==> src/hdl/ctl_pkg.sv <==
// Package for the C token lexer: token kinds, lexer classes, result struct.
// Used by every module of the lexer; depends on nothing.
package ctl_pkg;

    localparam int KIND_BITS = 7;
    localparam logic [6:0] KIND_NUM = 7'd35;
    localparam logic [6:0] KIND_ID  = 7'd36;
    localparam logic [6:0] KIND_KW0 = 7'd37;
    localparam logic [6:0] KIND_EOF = 7'd71;

    typedef enum logic [3:0] {
        PC_NONE  = 4'd0,  PC_NUM  = 4'd1,  PC_ID   = 4'd2,  PC_MINUS = 4'd3,
        PC_PLUS  = 4'd4,  PC_MUL  = 4'd5,  PC_DIV  = 4'd6,  PC_MOD   = 4'd7,
        PC_EQ    = 4'd8,  PC_LT   = 4'd9,  PC_SHL  = 4'd10, PC_GT    = 4'd11,
        PC_SHR   = 4'd12, PC_BANG = 4'd13, PC_AMP  = 4'd14, PC_BAR   = 4'd15
    } pclass_t;

    // One token in flight. Line and offset are held at the full field width.
    typedef struct packed {
        logic [6:0]  kind;
        logic [63:0] text;
        logic [3:0]  len;
        logic        trunc;
        logic [15:0] line;
        logic [19:0] offset;
        logic        last;
    } token_t;

    // Up to three tokens produced by one byte.
    typedef struct packed {
        logic [1:0] count;
        token_t     t0;
        token_t     t1;
        token_t     t2;
    } group_t;

    // Operator text for kinds 0..34, first byte lowest.
    function automatic logic [23:0] op_text(input logic [6:0] k);
        case (k)
            7'd0:  op_text = 24'h7B;     7'd1:  op_text = 24'h7D;
            7'd2:  op_text = 24'h28;     7'd3:  op_text = 24'h29;
            7'd4:  op_text = 24'h3B;     7'd5:  op_text = 24'h3D2D;
            7'd6:  op_text = 24'h2D2D;   7'd7:  op_text = 24'h2D;
            7'd8:  op_text = 24'h7E;     7'd9:  op_text = 24'h3D2B;
            7'd10: op_text = 24'h2B2B;   7'd11: op_text = 24'h2B;
            7'd12: op_text = 24'h3D2A;   7'd13: op_text = 24'h2A;
            7'd14: op_text = 24'h3D2F;   7'd15: op_text = 24'h2F;
            7'd16: op_text = 24'h3D25;   7'd17: op_text = 24'h25;
            7'd18: op_text = 24'h3D3D;   7'd19: op_text = 24'h3D;
            7'd20: op_text = 24'h3D3C;   7'd21: op_text = 24'h3D3C3C;
            7'd22: op_text = 24'h3C3C;   7'd23: op_text = 24'h3C;
            7'd24: op_text = 24'h3D3E;   7'd25: op_text = 24'h3D3E3E;
            7'd26: op_text = 24'h3E3E;   7'd27: op_text = 24'h3E;
            7'd28: op_text = 24'h3D21;   7'd29: op_text = 24'h21;
            7'd30: op_text = 24'h2626;   7'd31: op_text = 24'h26;
            7'd32: op_text = 24'h7C7C;   7'd33: op_text = 24'h7C;
            7'd34: op_text = 24'h5E;
            default: op_text = 24'h0;
        endcase
    endfunction

    function automatic logic [3:0] op_len(input logic [6:0] k);
        case (k)
            7'd21, 7'd25: op_len = 4'd3;
            7'd5, 7'd6, 7'd9, 7'd10, 7'd12, 7'd14, 7'd16, 7'd18, 7'd20,
            7'd22, 7'd24, 7'd26, 7'd28, 7'd30, 7'd32: op_len = 4'd2;
            default: op_len = 4'd1;
        endcase
    endfunction

    // Kind of an operator class flushed without a partner byte.
    function automatic logic [6:0] alone_kind(input pclass_t c);
        case (c)
            PC_MINUS: alone_kind = 7'd7;   PC_PLUS: alone_kind = 7'd11;
            PC_MUL:   alone_kind = 7'd13;  PC_DIV:  alone_kind = 7'd15;
            PC_MOD:   alone_kind = 7'd17;  PC_EQ:   alone_kind = 7'd19;
            PC_LT:    alone_kind = 7'd23;  PC_SHL:  alone_kind = 7'd22;
            PC_GT:    alone_kind = 7'd27;  PC_SHR:  alone_kind = 7'd26;
            PC_BANG:  alone_kind = 7'd29;  PC_AMP:  alone_kind = 7'd31;
            PC_BAR:   alone_kind = 7'd33;
            default:  alone_kind = 7'd0;
        endcase
    endfunction

    // Keyword lookup on packed text; returns identifier kind on no match.
    function automatic logic [6:0] kw_kind(input logic [63:0] t);
        case (t)
            64'h6F747561:         kw_kind = 7'd37;
            64'h6B61657262:       kw_kind = 7'd38;
            64'h65736163:         kw_kind = 7'd39;
            64'h72616863:         kw_kind = 7'd40;
            64'h74736E6F63:       kw_kind = 7'd41;
            64'h65756E69746E6F63: kw_kind = 7'd42;
            64'h746C7561666564:   kw_kind = 7'd43;
            64'h6F64:             kw_kind = 7'd44;
            64'h656C62756F64:     kw_kind = 7'd45;
            64'h65736C65:         kw_kind = 7'd46;
            64'h6D756E65:         kw_kind = 7'd47;
            64'h6E7265747865:     kw_kind = 7'd48;
            64'h74616F6C66:       kw_kind = 7'd49;
            64'h726F66:           kw_kind = 7'd50;
            64'h6F746F67:         kw_kind = 7'd51;
            64'h6669:             kw_kind = 7'd52;
            64'h746E69:           kw_kind = 7'd53;
            64'h656E696C6E69:     kw_kind = 7'd54;
            64'h676E6F6C:         kw_kind = 7'd55;
            64'h7265747369676572: kw_kind = 7'd56;
            64'h7463697274736572: kw_kind = 7'd57;
            64'h6E7275746572:     kw_kind = 7'd58;
            64'h74726F6873:       kw_kind = 7'd59;
            64'h64656E676973:     kw_kind = 7'd60;
            64'h666F657A6973:     kw_kind = 7'd61;
            64'h636974617473:     kw_kind = 7'd62;
            64'h746375727473:     kw_kind = 7'd63;
            64'h686374697773:     kw_kind = 7'd64;
            64'h66656465707974:   kw_kind = 7'd65;
            64'h6E6F696E75:       kw_kind = 7'd66;
            64'h64656E6769736E75: kw_kind = 7'd67;
            64'h64696F76:         kw_kind = 7'd68;
            64'h656C6974616C6F76: kw_kind = 7'd69;
            64'h656C696877:       kw_kind = 7'd70;
            default:              kw_kind = KIND_ID;
        endcase
    endfunction

endpackage

==> src/hdl/ctl_back.sv <==
// Back end of the C token lexer: a short queue of token groups and
// combinational output logic that hands out one token at a time. Uses ctl_pkg.
module ctl_back (
    input  logic            aclk,
    input  logic            aresetn,
    input  ctl_pkg::group_t grp,
    output logic            room,
    output logic            out_valid,
    input  logic            out_ready,
    output ctl_pkg::token_t out_tok
);
    import ctl_pkg::*;

    localparam int DEPTH = 4;

    group_t     mem [DEPTH];
    logic [1:0] wp_reg, rp_reg;
    logic [2:0] used_reg;
    logic [1:0] sub_reg;
    logic       push, pop;
    group_t     head;
    token_t     cur;
    logic       last_sub;

    assign push = (grp.count != 2'd0);
    assign room = (used_reg < 3'(DEPTH)) || pop;
    assign out_valid = (used_reg != 3'd0);

    always_comb begin
        head = mem[rp_reg];
        case (sub_reg)
            2'd0: cur = head.t0;
            2'd1: cur = head.t1;
            default: cur = head.t2;
        endcase
        last_sub = (sub_reg + 2'd1 == head.count);
        out_tok = cur;
        out_tok.last = last_sub;
        pop = out_valid && out_ready && last_sub;
    end

    always_ff @(posedge aclk) begin
        if (push) mem[wp_reg] <= grp;
    end

    always_ff @(posedge aclk) begin
        if (!aresetn) begin
            wp_reg <= '0; rp_reg <= '0; used_reg <= '0; sub_reg <= '0;
        end else begin
            if (push) wp_reg <= wp_reg + 2'd1;
            if (pop) rp_reg <= rp_reg + 2'd1;
            used_reg <= used_reg + 3'(push) - 3'(pop);
            if (out_valid && out_ready) sub_reg <= last_sub ? 2'd0 : sub_reg + 2'd1;
        end
    end

endmodule

==> config.mk <==
export PLATFORM = sky130hd
export DESIGN_NAME = ctl_back
export DESIGN_NICKNAME = d
export VERILOG_FILES = /design/src/hdl/ctl_pkg.sv /design/src/hdl/ctl_back.sv
export SDC_FILE = /design/constraint.sdc
export NUM_CORES = 1
export LEC_CHECK = 0
export ABC_AREA = 0
export BUFFER_PORTS_ARGS = -buffer_cell sky130_fd_sc_hd__buf_2
export CORE_MARGIN = 2
export CORE_UTILIZATION = 50
export CTS_BUF_LIST = sky130_fd_sc_hd__clkbuf_8
export DETAILED_ROUTE_END_ITERATION = 8
export PLACE_DENSITY = 0.67
export SYNTH_ARGS = -nofsm -noshare
export SYNTH_HDL_FRONTEND = slang
export SYNTH_SLANG_ARGS = --single-unit
==> constraint.sdc <==
create_clock -name aclk -period 21 [get_ports aclk]
set_input_delay 0 -clock aclk [delete_from_list [all_inputs] [get_ports aclk]]
set_output_delay 0 -clock aclk [all_outputs]
set_load 0.05 [all_outputs]
* After elaboration in Yosys (flattened, before gate mapping) *
Memory sizes are Yosys's and may differ from the RTL's. A register that Yosys moved wholly into a read port is not among the register bits.
Cells that the tools add are included.

cells by class
  add/subtract/negate cells = 5
  magnitude comparators = 1
  equal/unequal tests = 2
  muxes and demuxes = 6
  reduce and logical (&&, ||, !) cells = 6

operators with widths
  operator             number
  $pmux 113 s2         1
  $add 2x1->2 const B  3
  $mux 2               3
  $add 3x1->3          1
  $lt 3x3->1 const B   1
  $reduce_bool 3->1    1
  $sub 3x1->3          1
  $eq 2x1->1 const B   1
  $eq 2x2->1           1
  $logic_and 1x1->1    2
  $logic_not 2->1      1
  $mux 1               2
  $reduce_bool 2->1    1
  $logic_or 1x1->1     1

storage, ports and cells
  flip-flop bits (word level) = 9
  bits in writable memories = 1364
  output and inout bits = 115
  logic and storage cells = 25
  memories = 1

memory list
  memory  words  bits a word  rd ports  clocked after memory_dff  write ports  RTL line        RTL
  mem     4      341          1         1                         1            ctl_back.sv:16  group_t mem [DEPTH];

* Logic depth before layout (Yosys ltp) *
  depth in word-level cells = 5
  depth in mapped cells = 13
  gate-level depth less buffers = 13

* Least setup slack after synthesis *
Ideal clock, no wire load.

  path kind = register -> register
  start = register wp_reg[0]
  end = memory mem[2][100] (netlist bit) (enable)
  data arrival time = 15.377 ns
  required time = 19.913 ns
  slack = 4.536 ns
  cell stages (with the launch flop) = 4
  buffers on the path = 0
  period minus slack after synthesis = 16.464 ns
  cells stage by stage = dfxtp_1 inv_1 ha_1 nor2b_1

RTL lines
  what                      RTL line        RTL
  start: declaration        ctl_back.sv:17  logic [1:0] wp_reg, rp_reg;
  start signal: assignment  ctl_back.sv:50  if (push) wp_reg <= wp_reg + 2'd1;
  end: declaration          ctl_back.sv:16

Straight into the memory's write port.

==> flow_metrics.py <==
metrics = {
    "place": {
        "gp_congestion": 0.731,
        "pre_cts_slack_ns": 15.29,
        "port_buffers": 455,
        "post-dp-hpwl_um": 59300,
    },
    "yosys": {
        "yosysWarnings": 0,
        "synth-edff-count": 1352,
        "seq_area_frac_synth": 0.799,
        "syn_avg_cell_area_um2": 23.1,
        "ys.flop_type": "edfxtp_1",
        "synthCells": 2213,
        "synth_largest_area_cell": "edfxtp_1",
        "ys_types": 29,
        "synthArstFlopShare": 0,
        "synth_seq_cells": 1363,
        "netlist_area_um2": 51100,
        "synth_top_area_frac": 0.795,
        "synth_nets": 2566,
        "synthTopCellsByArea": "edfxtp_1, mux4_2, nand2_1",
    },
    "floorplan": {
        "die_h_um": 324,
        "dieArea_um2": 105000,
        "initial_utilization": 0.503,
        "coreArea_um2": 102000,
        "ios": 459,
        "num_rows": 117,
        "die_width_um": 324,
    },
    "clock_tree": {
        "cts_root_buffer": "clkbuf_8",
        "cts_buffers": 209,
        "clkSlewWorstSetupHoldPaths_ns": 0.06,
        "clock_sinks": 1363,
        "htree_num_levels": 4,
        "postCtsSetupBuffers": 0,
        "clk_latency_ns": 0.89,
        "cts_tree": "done",
        "cts_buffer_depth": 3,
    },
    "drt": {
        "drt_iter0_drc": 2188,
        "wire_per_inst_um": 22.2,
        "dr_total_vias": 27000,
        "wirelength_um": 112000,
        "dr.pass1.iters": 5,
        "vias_per_cell": 5.37,
        "drc_errors": 0,
        "antenna_left": 0,
    },
    "power_and_ir_drop": {
        "combPwrFrac": 0.245,
        "power.density_nw_per_um2": 105,
        "pwr-share-seq": 0.475,
        "p_clk_frac": 0.280,
        "ir_drop_v": 0.000102,
        "p_int_w": 0.00471,
        "power.total_w": 0.00690,
        "switching_share": 0.317,
        "power_switching_w": 0.00219,
        "leakage_nw": 22.5,
    },
    "worst_setup_path": {
        "timing.rr.end": "mem[0][77]",
        "r2r-start": "wp_reg[0]",
        "cp_max_fo": 48,
        "worstSetupEndpoint": "out_tok[58]",
        "r2r_cells": 6,
        "cp-end-kind": "primary output",
        "ff2ff_setup_slack_ns": 16.73,
        "worstPathArrival_ns": 6.31,
        "cp-start-kind": "flop",
        "worst_ep_required_time_ns": 21.00,
        "worstSetupPathType": "reg -> out",
    },
    "global_route": {
        "grt_antenna_before_repair": 32,
        "grt_pass1_vias": 29800,
        "grt_max_degree": 162,
        "grt_pass1_wl_um": 169000,
        "grt.total_usage": 0.214,
        "grt_overflow": 0,
    },
    "final_layout": {
        "final_core_util": 0.644,
        "layout_common_cells": "edfxtp_1, dlygate4sd3_1, buf_2",
        "layout-drive-gt1-share": 0.297,
        "area.growth.synth_to_final_pct": 28.1,
        "layout.nets": 3830,
        "final_common_cell": "edfxtp_1",
        "largest_register_ff_count": 1352,
    },
    "timing": {
        "tns_ns": 0,
        "hold_violations": 0,
        "fin_worst_skew_ns": 0.0461,
        "slew_viol_final": 0,
        "max_freq_mhz": 158,
        "worst_pin_slew_ns": 1.25,
        "period_share": 0.301,
        "slew_headroom": 0.169,
        "rsz0062_at_grt": "no",
        "setup_viol": 0,
        "setup_slack_ns": 14.69,
        "fin_crit_ns": 6.31,
    },
    "outcome": {
        "status": "finished clean",
    },
    "hold_path": {
        "hold_class": "in -> reg",
    },
    "flow_run": {
        "maxCapViolCount": 0,
    },
}
worst max-delay path, cell delays in order (launching register included):
cell and delay, ns:
dfxtp_4 0.83, buf_4 0.78, buf_4 0.79, buf_4 0.86
buf_4 0.87, mux4_2 0.60, a22oi_1 0.28, nand2_1 0.09
buf_2 0.21
power by group through the flow:
stage / Clock, W / Sequential (W) / Combinational, W
global route: 0.00210 / 0.00329 / 0.00180
finish: 0.00193 / 0.00328 / 0.00169
CTS: 0.00198 / 0.00328 / 0.00170
floorplan: 0 / 0.00343 / 0.00114
global placement: 0 / 0.00332 / 0.00158
detailed placement: 0 / 0.00334 / 0.00160
worst min path at each step:
stage | startpoint | end | slack [ns] | depth (start not counted)
after global routing | aresetn | sub_reg[1] | 0.07 | 4
after floorplan | grp[100] | mem[0][100] | 0.1 | 0
after CTS | aresetn | sub_reg[1] | 0.02 | 4
after global placement | grp[249] | mem[2][249] | 0.21 | 1
after detailed placement | grp[97] | mem[3][97] | 0.22 | 1
final | aresetn | sub_reg[1] | 0.11 | 4
cell type report:
class | instances | area, um^2
sequential | 1363 | 40800
fill | 6816 | 36200
multi-input combinational | 728 | 9760
timing repair buffer | 1169 | 9390
clock buffer | 212 | 2920
tap | 1368 | 1710
clock inverter | 169 | 757
antenna | 24 | 60.1
inverter | 6 | 22.5
logic make-up after synthesis:
kind of cell    after synthesis  synth area share
fa+ha+maj                     9           0.00235
xor+xnor                      7           0.00120
buf+inv                     122            0.0112
flops                      1363             0.799
compound gates              119            0.0175
simple gates                250            0.0192
mux                         343             0.149
cell usage after synthesis (all sizes together), types with 4 or more instances:
| library cell | instances |
|---|---|
| buf | 71 |
| and2 | 4 |
| xnor2 | 6 |
| ha | 8 |
| nand3 | 5 |
| edfxtp | 1352 |
| dfxtp | 11 |
| mux4 | 336 |
| nor2b | 5 |
| mux2i | 7 |
| clkbuf | 45 |
| a22oi | 112 |
| nand2 | 230 |
| inv | 6 |
timing repair:
action                      CTS  global route
setup endpoints to repair     0             0
hold buffers                679             0
resized for setup             0             0
hold endpoints to repair   1363             0
layer usage:
metal | GRT usage | share of wire | vias up
met3 | 0.0586 | 0.075 | 209
met5 | 0 | 0.00072 | -
met2 | 0.370 | 0.52 | 938
met1 | 0.262 | 0.38 | 13900
li1 | - | - | 11900
met4 | 0.0720 | 0.024 | 14
stage by stage:
stage	area (um^2)	hold slack, ns	cells
floorplan	51100	0.0989	2213
CTS	65400	0.0199	5015
detailed placement	54900	0.216	3955
finish	65400	0.112	5039
global route	65400	0.0731	5035
global placement	54900	0.208	3955
No activity file was read; power rests on OpenSTA's default activity.
